`config.mk`:
```
export PLATFORM = sky130hd
export DESIGN_NAME = aarch64_pc_relative_relocator_flat
export DESIGN_NICKNAME = d
export VERILOG_FILES = /design/src/rtl/pcrel_pkg.sv /design/src/rtl/pcrel_if.sv /design/src/rtl/aarch64_pc_relative_relocator.sv /design/src/flat_wrapper.sv
export SDC_FILE = /design/constraint.sdc
export NUM_CORES = 1
export LEC_CHECK = 0
export ABC_AREA = 1
export BUFFER_PORTS_ARGS = -buffer_cell sky130_fd_sc_hd__buf_2
export CAP_MARGIN = 5
export CORE_MARGIN = 4
export CORE_UTILIZATION = 39
export CTS_BUF_LIST = sky130_fd_sc_hd__clkbuf_8
export DETAILED_ROUTE_END_ITERATION = 12
export HOLD_SLACK_MARGIN = 0.15
export PLACE_DENSITY = 0.62
export SLEW_MARGIN = 20
export SYNTH_ARGS = -nofsm -noshare
export SYNTH_HDL_FRONTEND = slang
export SYNTH_SLANG_ARGS = --single-unit
```
`constraint.sdc`:
```
create_clock -name i_clk -period 20.5 [get_ports i_clk]
set_input_delay 0 -clock i_clk [delete_from_list [all_inputs] [get_ports i_clk]]
set_output_delay 0 -clock i_clk [all_outputs]
set_load 0.005 [all_outputs]
```
`src/rtl/pcrel_pkg.sv`:
```
// shared constants, types and an encode helper for the pc-relative relocator
package pcrel_pkg;

    localparam int MAX_SOURCE = 256;
    localparam int SRC_W      = $clog2(MAX_SOURCE + 1);
    localparam int CFG_MAX_W  = 9;
    localparam int LIM_W      = (SRC_W > CFG_MAX_W) ? SRC_W : CFG_MAX_W;
    localparam int CLONE_W    = 11;
    localparam int POS_W      = 8;
    localparam int MAX_WORDS  = 5;
    localparam int IDX_W      = $clog2(MAX_WORDS);
    localparam int CNT_W      = $clog2(MAX_WORDS + 1);
    localparam int ADDR_W     = 4;
    localparam int DATA_W     = 64;

    localparam logic [ADDR_W-1:0] REG_BASE_ADDRESS     = ADDR_W'(0);
    localparam logic [ADDR_W-1:0] REG_MAX_SOURCE_COUNT = ADDR_W'(8);
    localparam logic [CFG_MAX_W-1:0] MAX_COUNT_RESET   = CFG_MAX_W'(256);

    localparam logic [31:0] MASK_ADR     = 32'h9F00_0000;
    localparam logic [31:0] OP_ADRP      = 32'h9000_0000;
    localparam logic [31:0] OP_ADR       = 32'h1000_0000;
    localparam logic [31:0] MASK_BRANCH  = 32'hFC00_0000;
    localparam logic [31:0] OP_B         = 32'h1400_0000;
    localparam logic [31:0] OP_BL        = 32'h9400_0000;
    localparam logic [31:0] OP_RET       = 32'hD65F_03C0;
    localparam logic [31:0] OP_LDR_LIT64 = 32'h5800_0000;
    localparam logic [31:0] OP_BR_X16    = 32'hD61F_0200;
    localparam logic [31:0] OP_BLR_X16   = 32'hD63F_0200;
    localparam logic [18:0] LIT_OFS_MASK = 19'h7FFFF;
    localparam logic [4:0]  REG_X16      = 5'd16;

    typedef logic [31:0] t_word;
    typedef t_word [MAX_WORDS-1:0] t_word_list;

    function automatic t_word lit_load(input logic [4:0] rd, input logic [18:0] ofs_words);
        lit_load = OP_LDR_LIT64 | {8'b0, ofs_words & LIT_OFS_MASK, 5'b0} | {27'b0, rd};
    endfunction

endpackage

```
`src/rtl/pcrel_if.sv`:
```
// valid/ready channel interfaces for instruction input and clone word output
interface pcrel_in_if;
    import pcrel_pkg::*;
    logic        valid;
    logic        ready;
    logic [31:0] instruction;
    logic        first;

    modport source (output valid, output instruction, output first, input ready);
    modport sink (input valid, input instruction, input first, output ready);
endinterface

interface pcrel_out_if;
    import pcrel_pkg::*;
    logic               valid;
    logic               ready;
    logic [31:0]        out_word;
    logic [POS_W-1:0]   source_position;
    logic [CLONE_W-1:0] clone_position;
    logic               last_of_run;
    logic               function_end;

    modport source (output valid, output out_word, output source_position,
                    output clone_position, output last_of_run, output function_end,
                    input ready);
    modport sink (input valid, input out_word, input source_position,
                  input clone_position, input last_of_run, input function_end,
                  output ready);
endinterface

```
`src/rtl/aarch64_pc_relative_relocator.sv`:
```
// top level: aarch64 pc-relative instruction relocator
//
//  channel  | direction | handshake       | payload
//  i_in     | in        | valid/ready     | instruction, first
//  o_out    | out       | valid/ready     | out_word, source/clone position, marks
//  apb      | in        | psel/penable    | base_address (0x0), max_source_count (0x8)
//
//  an emitted item gives 1 to 5 clone words (1 for a plain word, 4 for adr/adrp/b, 5 for bl);
//  one clone word leaves the result register per cycle while o_out.ready is high; items giving no words leave none
//  the next item is taken in the cycle the last word of the current one transfers
//  a stalled output holds the result register and blocks input; reset is synchronous
//  and clears the counters, the ended mark, the configuration registers and the output valid flag and word index
module aarch64_pc_relative_relocator
    import pcrel_pkg::*;
(
    input  logic               i_clk,
    input  logic               i_rst_n,
    pcrel_in_if.sink           i_in,
    pcrel_out_if.source        o_out,
    input  logic               psel,
    input  logic               penable,
    input  logic               pwrite,
    input  logic [ADDR_W-1:0]  paddr,
    input  logic [DATA_W-1:0]  pwdata,
    output logic [DATA_W-1:0]  prdata,
    output logic               pready
);

    // configuration and running state
    logic [63:0]          r_base;
    logic [CFG_MAX_W-1:0] r_max;
    logic [63:0]          r_pc;
    logic [SRC_W-1:0]     r_src;
    logic [CLONE_W-1:0]   r_clone;
    logic                 r_ended;

    // result register
    logic                 r_valid;
    logic [IDX_W-1:0]     r_idx;
    t_word_list           r_words;
    logic [CNT_W-1:0]     r_cnt;
    logic [POS_W-1:0]     r_opos_src;
    logic [CLONE_W-1:0]   r_opos_clone;
    logic                 r_stop;

    logic                 cfg_wr;
    logic                 in_xfer;
    logic                 out_xfer;
    logic                 out_last;

    logic [SRC_W-1:0]     eff_src;
    logic [CLONE_W-1:0]   eff_clone;
    logic                 eff_ended;
    logic [63:0]          cur_pc;
    logic [LIM_W-1:0]     limit;
    logic [LIM_W-1:0]     src_ext;
    logic                 at_limit;
    logic                 last_src;
    logic                 emit;

    logic [31:0]          w;
    logic                 is_adrp;
    logic                 is_adr;
    logic                 is_b;
    logic                 is_bl;
    logic                 is_ret;
    logic [63:0]          adrp_off;
    logic [63:0]          adr_off;
    logic [63:0]          br_off;
    logic [63:0]          add_base;
    logic [63:0]          add_off;
    logic [63:0]          target;
    t_word_list           n_words;
    logic [CNT_W-1:0]     n_cnt;
    logic                 n_stop;

    assign pready   = 1'b1;
    assign cfg_wr   = psel && penable && pwrite && pready;
    assign prdata   = paddr[3] ? {{(DATA_W-CFG_MAX_W){1'b0}}, r_max} : r_base;

    assign out_last = (r_idx == IDX_W'(r_cnt - CNT_W'(1)));
    assign out_xfer = o_out.valid && o_out.ready;
    assign i_in.ready = !r_valid || (o_out.ready && out_last);
    assign in_xfer  = i_in.valid && i_in.ready;

    assign o_out.valid           = r_valid;
    assign o_out.out_word        = r_words[r_idx];
    assign o_out.source_position = r_opos_src;
    assign o_out.clone_position  = r_opos_clone;
    assign o_out.last_of_run     = out_last;
    assign o_out.function_end    = out_last && r_stop;

    // counters as seen by this item, after a possible restart
    always_comb begin
        eff_src   = i_in.first ? '0 : r_src;
        eff_clone = i_in.first ? '0 : r_clone;
        eff_ended = i_in.first ? 1'b0 : r_ended;
        cur_pc    = i_in.first ? r_base : r_pc;
        limit     = (LIM_W'(r_max) < LIM_W'(MAX_SOURCE)) ? LIM_W'(r_max) : LIM_W'(MAX_SOURCE);
        src_ext   = LIM_W'(eff_src);
        at_limit  = (src_ext >= limit);
        last_src  = ((src_ext + LIM_W'(1)) >= limit);
        emit      = !eff_ended && !at_limit;
    end

    // decode and expansion
    always_comb begin
        w        = i_in.instruction;
        is_adrp  = (w & MASK_ADR) == OP_ADRP;
        is_adr   = (w & MASK_ADR) == OP_ADR;
        is_b     = (w & MASK_BRANCH) == OP_B;
        is_bl    = (w & MASK_BRANCH) == OP_BL;
        is_ret   = (w == OP_RET);
        adrp_off = {{31{w[23]}}, w[23:5], w[30:29], 12'b0};
        adr_off  = {{43{w[23]}}, w[23:5], w[30:29]};
        br_off   = {{36{w[25]}}, w[25:0], 2'b0};
        add_base = is_adrp ? {cur_pc[63:12], 12'b0} : cur_pc;
        add_off  = is_adrp ? adrp_off : (is_adr ? adr_off : br_off);
        target   = add_base + add_off;

        n_words  = '0;
        n_cnt    = CNT_W'(1);
        n_stop   = last_src;
        if (is_adrp || is_adr) begin
            n_words[0] = lit_load(w[4:0], 19'd2);
            n_words[1] = OP_B | 32'd3;
            n_words[2] = target[31:0];
            n_words[3] = target[63:32];
            n_cnt      = CNT_W'(4);
        end else if (is_b) begin
            n_words[0] = lit_load(REG_X16, 19'd2);
            n_words[1] = OP_BR_X16;
            n_words[2] = target[31:0];
            n_words[3] = target[63:32];
            n_cnt      = CNT_W'(4);
            n_stop     = 1'b1;
        end else if (is_bl) begin
            n_words[0] = lit_load(REG_X16, 19'd3);
            n_words[1] = OP_BLR_X16;
            n_words[2] = OP_B | 32'd3;
            n_words[3] = target[31:0];
            n_words[4] = target[63:32];
            n_cnt      = CNT_W'(5);
        end else begin
            n_words[0] = w;
            n_stop     = last_src || is_ret;
        end
    end

    always_ff @(posedge i_clk) begin
        if (!i_rst_n) begin
            r_base  <= '0;
            r_max   <= MAX_COUNT_RESET;
            r_pc    <= '0;
            r_src   <= '0;
            r_clone <= '0;
            r_ended <= 1'b0;
        end else if (in_xfer) begin
            r_src   <= emit ? eff_src + SRC_W'(1) : eff_src;
            r_clone <= emit ? eff_clone + CLONE_W'(n_cnt) : eff_clone;
            r_ended <= eff_ended || at_limit || (emit && n_stop);
            r_pc    <= emit ? cur_pc + 64'd4 : cur_pc;
        end else if (cfg_wr) begin
            if (paddr[3] == REG_MAX_SOURCE_COUNT[3]) begin
                r_max <= pwdata[CFG_MAX_W-1:0];
            end else begin
                r_base <= pwdata;
                r_pc   <= pwdata + {{(64-SRC_W-2){1'b0}}, r_src, 2'b00};
            end
        end
    end

    always_ff @(posedge i_clk) begin
        if (!i_rst_n) begin
            r_valid <= 1'b0;
            r_idx   <= '0;
        end else if (in_xfer && emit) begin
            r_valid <= 1'b1;
            r_idx   <= '0;
        end else if (out_xfer && out_last) begin
            r_valid <= 1'b0;
            r_idx   <= '0;
        end else if (out_xfer) begin
            r_idx <= r_idx + IDX_W'(1);
        end
    end

    always_ff @(posedge i_clk) begin
        if (in_xfer && emit) begin
            r_words      <= n_words;
            r_cnt        <= n_cnt;
            r_opos_src   <= eff_src[POS_W-1:0];
            r_opos_clone <= eff_clone;
            r_stop       <= n_stop;
        end
    end

    // no new item while words of the current one remain
    a_no_overrun: assert property (@(posedge i_clk) disable iff (!i_rst_n)
        (r_valid && !out_last) |-> !i_in.ready)
        else $error("input ready while result words remain");

    a_idx_range: assert property (@(posedge i_clk) disable iff (!i_rst_n)
        r_valid |-> (CNT_W'(r_idx) < r_cnt))
        else $error("word index beyond run length");

    a_run_continues: assert property (@(posedge i_clk) disable iff (!i_rst_n)
        (out_xfer && !out_last) |=> (r_valid && r_idx == IDX_W'($past(r_idx) + IDX_W'(1))))
        else $error("run broken before last word");

    a_end_sets_ended: assert property (@(posedge i_clk) disable iff (!i_rst_n)
        (in_xfer && emit && n_stop) |=> r_ended)
        else $error("ended mark not set after function end");

    a_ended_silent: assert property (@(posedge i_clk) disable iff (!i_rst_n)
        (in_xfer && r_ended && !i_in.first) |=> !(r_valid && r_idx == '0 && !$past(r_valid)))
        else $error("result after function end");

endmodule

```
`src/flat_wrapper.sv`:
```
// flat-port wrapper written by rule: the top's interface ports become plain ports
module aarch64_pc_relative_relocator_flat import pcrel_pkg::*;
  (i_clk, i_rst_n, psel, penable, pwrite, paddr, pwdata, prdata, pready, i_in_valid, i_in_instruction, i_in_first, i_in_ready, o_out_valid, o_out_out_word, o_out_source_position, o_out_clone_position, o_out_last_of_run, o_out_function_end, o_out_ready);
  pcrel_in_if i_in_i ();
  pcrel_out_if o_out_i ();
  input  logic i_clk;
  input  logic i_rst_n;
  input  logic psel;
  input  logic penable;
  input  logic pwrite;
  input  logic [ADDR_W-1:0] paddr;
  input  logic [DATA_W-1:0] pwdata;
  output logic [DATA_W-1:0] prdata;
  output logic pready;
  input wire logic [$bits(i_in_i.valid)-1:0] i_in_valid;
  input wire logic [$bits(i_in_i.instruction)-1:0] i_in_instruction;
  input wire logic [$bits(i_in_i.first)-1:0] i_in_first;
  output wire logic [$bits(i_in_i.ready)-1:0] i_in_ready;
  output wire logic [$bits(o_out_i.valid)-1:0] o_out_valid;
  output wire logic [$bits(o_out_i.out_word)-1:0] o_out_out_word;
  output wire logic [$bits(o_out_i.source_position)-1:0] o_out_source_position;
  output wire logic [$bits(o_out_i.clone_position)-1:0] o_out_clone_position;
  output wire logic [$bits(o_out_i.last_of_run)-1:0] o_out_last_of_run;
  output wire logic [$bits(o_out_i.function_end)-1:0] o_out_function_end;
  input wire logic [$bits(o_out_i.ready)-1:0] o_out_ready;
  assign i_in_i.valid = i_in_valid;
  assign i_in_i.instruction = i_in_instruction;
  assign i_in_i.first = i_in_first;
  assign i_in_ready = i_in_i.ready;
  assign o_out_valid = o_out_i.valid;
  assign o_out_out_word = o_out_i.out_word;
  assign o_out_source_position = o_out_i.source_position;
  assign o_out_clone_position = o_out_i.clone_position;
  assign o_out_last_of_run = o_out_i.last_of_run;
  assign o_out_function_end = o_out_i.function_end;
  assign o_out_i.ready = o_out_ready;
  aarch64_pc_relative_relocator u_core (.i_clk(i_clk), .i_rst_n(i_rst_n), .i_in(i_in_i), .o_out(o_out_i), .psel(psel), .penable(penable), .pwrite(pwrite), .paddr(paddr), .pwdata(pwdata), .prdata(prdata), .pready(pready));
endmodule
```
==> results of run 1 <==
## critical path, delay by kind of cell, from the launching register on
family / cells / cell delay [ps]
buf+inv: 5 / 2240
flops: 1 / 900
compound gates: 2 / 300
simple gates: 6 / 1100
## layer usage
metal  routed length (microns)  share of wire (%)  global-route usage, %
met3                      6730                6.8                   2.96
met4                      3290                3.3                   8.30
met1                     44800                 45                   39.0
met5                         0                  0                      0
met2                     43900                 44                   43.5
## worst paths after layout
path	end	slack, ps	cells past startpoint
worst max register to register	u_core.r_words[115]	15420	13
worst min-delay path	u_core.r_base[2]	210	4
worst max-delay path	u_core.r_words[115]	15420	13
worst min register to register	u_core.r_base[1]	460	2
## stage by stage
stage / setup slack (ps) / hold slack (ps) / cells / power [mW] / cell area, sq um
final: 15420 / 213 / 5093 / 1.89 / 29400
after global routing: 15070 / 202 / 5093 / 1.99 / 29400
after CTS: 15400 / 152 / 5091 / 1.89 / 29400
after detailed placement: 15480 / 230 / 4848 / 1.32 / 26900
after global placement: 15500 / 224 / 4848 / 1.32 / 26900
after floorplan: 10810 / 125 / 3897 / 1.13 / 25200
## registers in the layout, indices dropped and copies added (netlist names), 3 cells and up
register                      count
u_core.r_pc                      64
u_core.r_clone                   11
u_core.r_words                  132
u_core.r_idx                      3
u_core.o_out.source_position      8
u_core.r_src                      9
u_core.r_max                      9
u_core.r_base                    64
u_core.o_out.clone_position      11
## cell usage after synthesis (22+ instances only)
library cell | n | share of area (%)
edfxtp_1 | 154 | 18
clkbuf_1 | 75 | 1.1
nand2_1 | 852 | 13
inv_2 | 29 | 0.43
ha_1 | 76 | 3.8
o21ai_2 | 29 | 1.0
a31oi_1 | 34 | 0.84
nor2_2 | 27 | 0.67
xor2_1 | 84 | 2.9
o21ai_0 | 318 | 6.3
dfxtp_1 | 162 | 13
nor3_1 | 69 | 1.4
inv_1 | 536 | 8.0
o22ai_1 | 22 | 0.55
o21ai_1 | 32 | 0.63
nor2_1 | 539 | 8.0
nand4_1 | 64 | 1.6
xnor2_1 | 25 | 0.87
nand2_2 | 22 | 0.55
a21oi_1 | 270 | 5.4
buf_2 | 41 | 0.81
nand3_1 | 233 | 4.6
## cell families after synthesis
| group | count (synthesis) | share of synthesized area (%) |
|---|---|---|
| muxes | 1 | 0.0397 |
| xor gates and xnor gates | 109 | 3.78 |
| AOI/OAI and AO/OA | 784 | 17.4 |
| buffers and inverters | 711 | 11.3 |
| DFF | 316 | 31.2 |
| and+or+nand+nor | 1897 | 32.3 |
| adders and majority gates | 78 | 3.93 |
| other | 1 | 0.0149 |
## final cells by class
class,instances,area [sq um],share of cell area [%]
repair buffers,398,2820,9.58
diodes,1,2.50,0.00851
well taps,846,1060,3.60
inverters,570,2140,7.28
clock inverters,31,153,0.519
flip-flops and latches,316,7870,26.8
multi-input cells,2870,14500,49.4
clock buffers,61,840,2.86
## placed cells by master (no fill, tap or decap), types with 5 or more instances in the layout
master | Yosys | routed
o41ai_1 | 7 | 7
buf_2 | 41 | 221
nand4_1 | 64 | 64
inv_2 | 29 | 29
nor2_2 | 27 | 27
nor2_1 | 539 | 538
a31oi_1 | 34 | 34
nand3b_1 | 10 | 10
a21oi_1 | 270 | 270
xnor2_1 | 25 | 25
nand3_2 | 8 | 8
nand2_1 | 852 | 850
nor3_1 | 69 | 69
nand2_2 | 22 | 23
o21bai_1 | 10 | 10
o21ai_0 | 318 | 318
edfxtp_1 | 154 | 154
or2_2 | 18 | 18
a21o_1 | 13 | 13
inv_1 | 536 | 553
a22oi_1 | 8 | 8
o21ai_1 | 32 | 32
clkinv_2 | 0 | 5
dfxtp_1 | 162 | 162
clkinv_1 | 5 | 10
o211ai_1 | 17 | 17
nor3_2 | 9 | 9
nor4_1 | 21 | 21
nand3_1 | 233 | 233
clkbuf_8 | 0 | 61
buf_4 | 5 | 25
o21ai_4 | 7 | 7
xor2_1 | 84 | 84
o21ai_2 | 29 | 29
o22ai_1 | 22 | 22
dlygate4sd3_1 | 0 | 151
nor2_4 | 6 | 7
ha_1 | 76 | 76
## report_power, final
group | switching (mW) | internal (mW) | leakage (nW) | total (mW)
clock | 0.278 | 0.272 | 0.575 | 0.550
sequential | 0.0243 | 0.734 | 2.83 | 0.758
combinational | 0.407 | 0.175 | 10.1 | 0.582
## timing repair
action,in CTS,in global routing
hold buffers,151,0
hold endpoints to repair,189,0
gates resized for setup,0,0
setup endpoints to repair,0,0
==> metrics.yaml, run 1 <==
clocking:
  root_buffer: "clkbuf_8"
  cts_setup_buffers: 0
  clk_pin_slew_ps: 60
  numCtsBuffers: 57
  insertion_delay_ps: 680
  h-tree-depth: 2
  clk_path_buf_depth: 3
  cts_tree: "built"
  cts_sinks: 316
sta:
  setup_viol: 0
  rsz0062_at_grt: "no"
  finalSetupTns_ps: 0
  worstMarginPinSlew_ps: 1090
  slew_viol_final: 0
  finalHoldViolations: 0
  max_freq_mhz: 197
  skew_ps: 70.2
  finalCriticalPeriod_ps: 5080
  finalCritPeriodShare_pct: 24.8
  slew_headroom_pct: 26.9
min_path:
  hold_path_class: "input port to register"
  min_from: "pwdata[2]"
global_routing:
  grt_usage_pct: 27.3
  grt_pass1_wl_mm: 149
  grt_antenna_before_repair: 1
  overflow: 0
  grt_pass1_vias: 25254
  grt_max_degree: 103
flow_run:
  maxCapViolCount: 0
critical_path:
  path_cells: "nor2_1 > inv_2 > o21ai_0 > a21oi_1 > nand3_1 > inv_2 > nand2_1 > nand2_1 > nand2_2 > buf_4 > nor2_4 > buf_4 > buf_4"
  crit_type: "register to register"
  crit_top_cell: "buf_4"
  worstPathRequired_ps: 20730
  setup.worst_path.start: "u_core.r_idx[0]"
  end_kind: "register"
  timing.rr.start: "u_core.r_idx[0]"
  cp_slowest_cell: "dfxtp_1"
  worstPathMaxFanout: 79
  cp-start-kind: "register"
  max_stage_delay_ps: 900
  critical_path_arrival_ps: 5310
synthesis:
  synth_cell_types: 59
  syn-cell-area_sq_um: 25200
  synth-seq-cells: 316
  syn_area_per_cell_sq_um: 6.48
  synthArstFlopShare_pct: 0
  syn-instance-count: 3897
  syn_nets: 4083
  seq_area_frac_synth_pct: 31.2
  synth_edf_count: 154
  synth_warnings: 0
  synth_ff_type: "dfxtp_1"
placement:
  numPortBuffers: 223
  hpwl_mm: 75.7
  gp_congestion: 0.992
routing:
  dr_total_vias: 27402
  drt-total-wl_mm: 98.7
  post_drt_wl_per_cell_microns: 19.4
  ant_nets: 0
  drt-vias-per-instance: 5.38
  first_iter_violations: 2706
  drc: 0
  drt_pass1_iterations: 7
outcome:
  status: "finished clean"
die:
  dieHeight_microns: 262
  ios: 228
  die_x_microns: 262
  rows: 92
  initial_core_util_pct: 39.7
  dieArea_sq_um: 68800
  design.core.area_sq_um: 63500
final_layout:
  nFillCells: 6813
  area_growth_pct: 16.5
  final_util_pct: 46.3
  nets: 4399
  final_layout_size_suffix_gt1_share_pct: 11.4
power:
  worst_ir_drop_vdd_mv: 0.0506
  power_leakage_nw: 13.5
  p_per_area_nw_per_um2: 64.3
Note: power is estimated with default switching activity, not from simulation.
==> inputs of run 2 (changes only) <==
- clock period: 20.5 -> 5.27 ns (I/O delays scaled with it)
==> metrics.yaml, run 2 (synthesis gave the netlist of run 1 again) <==
final_layout:
  largest_reg_flops: 132  # unchanged
  nFillCells: 6759  # was 6813
  regMostFlops: "u_core.r_words"  # unchanged
  layout_common_cells: "nand2_1, inv_1, nor2_1"  # unchanged
  area_growth_pct: 18.2  # was 16.5%
  final_layout_size_suffix_gt1_share_pct: 12.0  # was 11.4%
  design_area_sq_um: 29800  # was 29400 sq um
  final_common_cell: "nand2_1"  # unchanged
  final_util_pct: 46.9  # was 46.3%
  reg_top3: "u_core.r_words (132), u_core.r_base (64), u_core.r_pc (64)"  # unchanged
  nets: 4420  # was 4399
clocking:
  root_buffer: "clkbuf_8"  # unchanged
  cts_setup_buffers: 0  # unchanged
  h-tree-depth: 2  # unchanged
  clk_pin_slew_ps: 70  # was 60 ps
  cts_sinks: 316  # unchanged
  cts.repair.resized: 0  # unchanged
  insertion_delay_ps: 700  # was 680 ps
  cts_tree: "built"  # unchanged
  clk_path_buf_depth: 3  # unchanged
  numCtsBuffers: 58  # was 57
  holdBufCountCts: 151  # unchanged
routing:
  drt-vias-per-instance: 5.34  # was 5.38
  drt_pass1_iterations: 6  # was 7
  drc: 0  # unchanged
  dr_total_vias: 27379  # was 27402
  first_iter_violations: 2671  # was 2706
  ant_nets: 0  # unchanged
  post_drt_wl_per_cell_microns: 19.7  # was 19.4 microns
  drt-total-wl_mm: 101  # was 98.7 mm
critical_path:
  cp_slowest_cell: "inv_2"  # was dfxtp_1
  crit_top_cell: "inv_2"  # was buf_4
  max_stage_delay_ps: 650  # was 900 ps
  crit_type: "register to register"  # unchanged
  cp-start-kind: "register"  # unchanged
  critPathBufInv: 8  # was 5
  worstPathRequired_ps: 5900  # was 20730 ps
  r2r_cells: 18  # was 13
  end_kind: "register"  # unchanged
  cp_top_family: "buffers and inverters"  # unchanged
  critical_path_arrival_ps: 4900  # was 5310 ps
  worstPathMaxFanout: 32  # was 79
  path_cells: "inv_2 > nor2_1 > inv_2 > o21ai_0 > a21oi_1 > nand3_1 > inv_2 > nand2_1 > nand2_1 > nand2_2 > inv_2 > nor3_1 > buf_4 > inv_1 > nor2_1 > dlygate4sd3_1 > nor2_1 > dlygate4sd3_1"  # was nor2_1 > inv_2 > o21ai_0 > a21oi_1 > nand3_1 > inv_2 > nand2_1 > nand2_1 > nand2_2 > buf_4 > nor2_4 > buf_4 > buf_4
  crit_cells: 18  # was 13
placement:
  pre_cts_slack_ps: 1250  # was 15480 ps
  gp_congestion: 0.995  # was 0.992
  numPortBuffers: 223  # unchanged
  place_area_sq_um: 27200  # was 26900 sq um
  hpwl_mm: 78.4  # was 75.7 mm
min_path:
  whs_path_depth: 4  # unchanged
  hold_path_class: "input port to register"  # unchanged
sta:
  skew_ps: 52.4  # was 70.2 ps
  slew_viol_final: 0  # unchanged
  slew_headroom_pct: 34.6  # was 26.9%
  finalCritPeriodShare_pct: 81.0  # was 24.8%
  finalSetupTns_ps: 0  # unchanged
  setup_viol: 0  # unchanged
  layout_setup_ws_ps: 999  # was 15420 ps
  worstMarginPinSlew_ps: 980  # was 1090 ps
  max_freq_mhz: 234  # was 197 MHz
  finalCriticalPeriod_ps: 4270  # was 5080 ps
  rsz0062_at_grt: "no"  # unchanged
  finalHoldViolations: 0  # unchanged
power:
  power_leakage_nw: 13.8  # was 13.5 nW
  power.total_mw: 7.67  # was 1.89 mW
  pwr-share-seq_pct: 38.4  # was 40.1%
  p_per_area_nw_per_um2: 257  # was 64.3 nW/um^2
  pwr-share-comb_pct: 30.5  # was 30.8%
  worst_ir_drop_vdd_mv: 0.204  # was 0.0506 mV
  power_switching_mw: 2.84  # was 709 uW
  switching_share_pct: 37.1  # was 37.5%
  intPower_mw: 4.82  # was 1.18 mW
  pwr-share-clk_pct: 31.2  # was 29.1%
outcome:
  status: "finished clean"  # unchanged
die:
  dieArea_sq_um: 68800  # unchanged
  ios: 228  # unchanged
  rows: 92  # unchanged
  design.core.area_sq_um: 63500  # unchanged
  dieHeight_microns: 262  # unchanged
  die_x_microns: 262  # unchanged
  initial_core_util_pct: 39.7  # unchanged
global_routing:
  grt_antenna_before_repair: 1  # unchanged
  grt_pass1_wl_mm: 152  # was 149 mm
  overflow: 0  # unchanged
  grt_usage_pct: 27.9  # was 27.3%
  grt_max_degree: 119  # was 103
  grt_pass1_vias: 25869  # was 25254
flow_run:
  maxCapViolCount: 0  # unchanged
[run 2: changes by cell type in the layout (fill, tap and decap cells not counted), moves of 3 or more]
| cell | change |
|---|---|
| bufinv_16 | +3 |
| clkinv_2 | +3 |
| clkinv_1 | +3 |
| buf_4 | +11 |
| buf_12 | +10 |
| inv_1 | +3 |
[run 2: through the flow]
stage / instances / hold slack (ps)
after global placement: 4869 / 216
after detailed placement: 4869 / 217
final: 5129 / 203
after global routing: 5129 / 201
after CTS: 5127 / 150
after floorplan: 3897 / 125
[run 2: tightest hold or removal path, stage by stage]
cell	delay (ps)
dlygate4sd3_1	520
buf_2	120
nand2_1	100
a21oi_1	130
[run 2: path summary, 6_finish.rpt]
path / end / slack (ps) / from
max: u_core.r_max[2] / 1000 / u_core.r_idx[1]
min: u_core.r_base[1] / 200 / pwdata[1]
max reg2reg: u_core.r_max[2] / 1000 / u_core.r_idx[1]
min reg2reg: u_core.r_pc[45] / 460 / u_core.r_pc[45]
[run 2: routing by layer]
layer	GRT usage, %	up-vias	share of wire, %
li1	-	13455	-
met1	39.5	12710	45
met2	44.4	1046	44
met3	3.02	168	6.4
met4	9.65	0	3.8
met5	0	-	0
[run 2: power groups by stage]
| stage | clock [mW] | sequential (mW) | combinational (mW) |
|---|---|---|---|
| after floorplan | 0 | 2.98 | 1.40 |
| after global placement | 0 | 2.99 | 2.20 |
| after detailed placement | 0 | 2.99 | 2.21 |
| after CTS | 2.44 | 2.94 | 2.30 |
| after global routing | 2.54 | 2.96 | 2.56 |
| final | 2.39 | 2.94 | 2.34 |
[run 2: area by class of cell]
| class | count | area (sq um) | area share (%) |
|---|---|---|---|
| clock inverter | 45 | 298 | 0.998 |
| sequential | 316 | 7870 | 26.4 |
| antenna | 2 | 5.00 | 0.0168 |
| clock buffer | 62 | 853 | 2.86 |
| multi-input combinational | 2870 | 14500 | 48.7 |
| tap | 846 | 1060 | 3.55 |
| timing repair buffer | 418 | 3090 | 10.4 |
| inverter | 570 | 2140 | 7.17 |
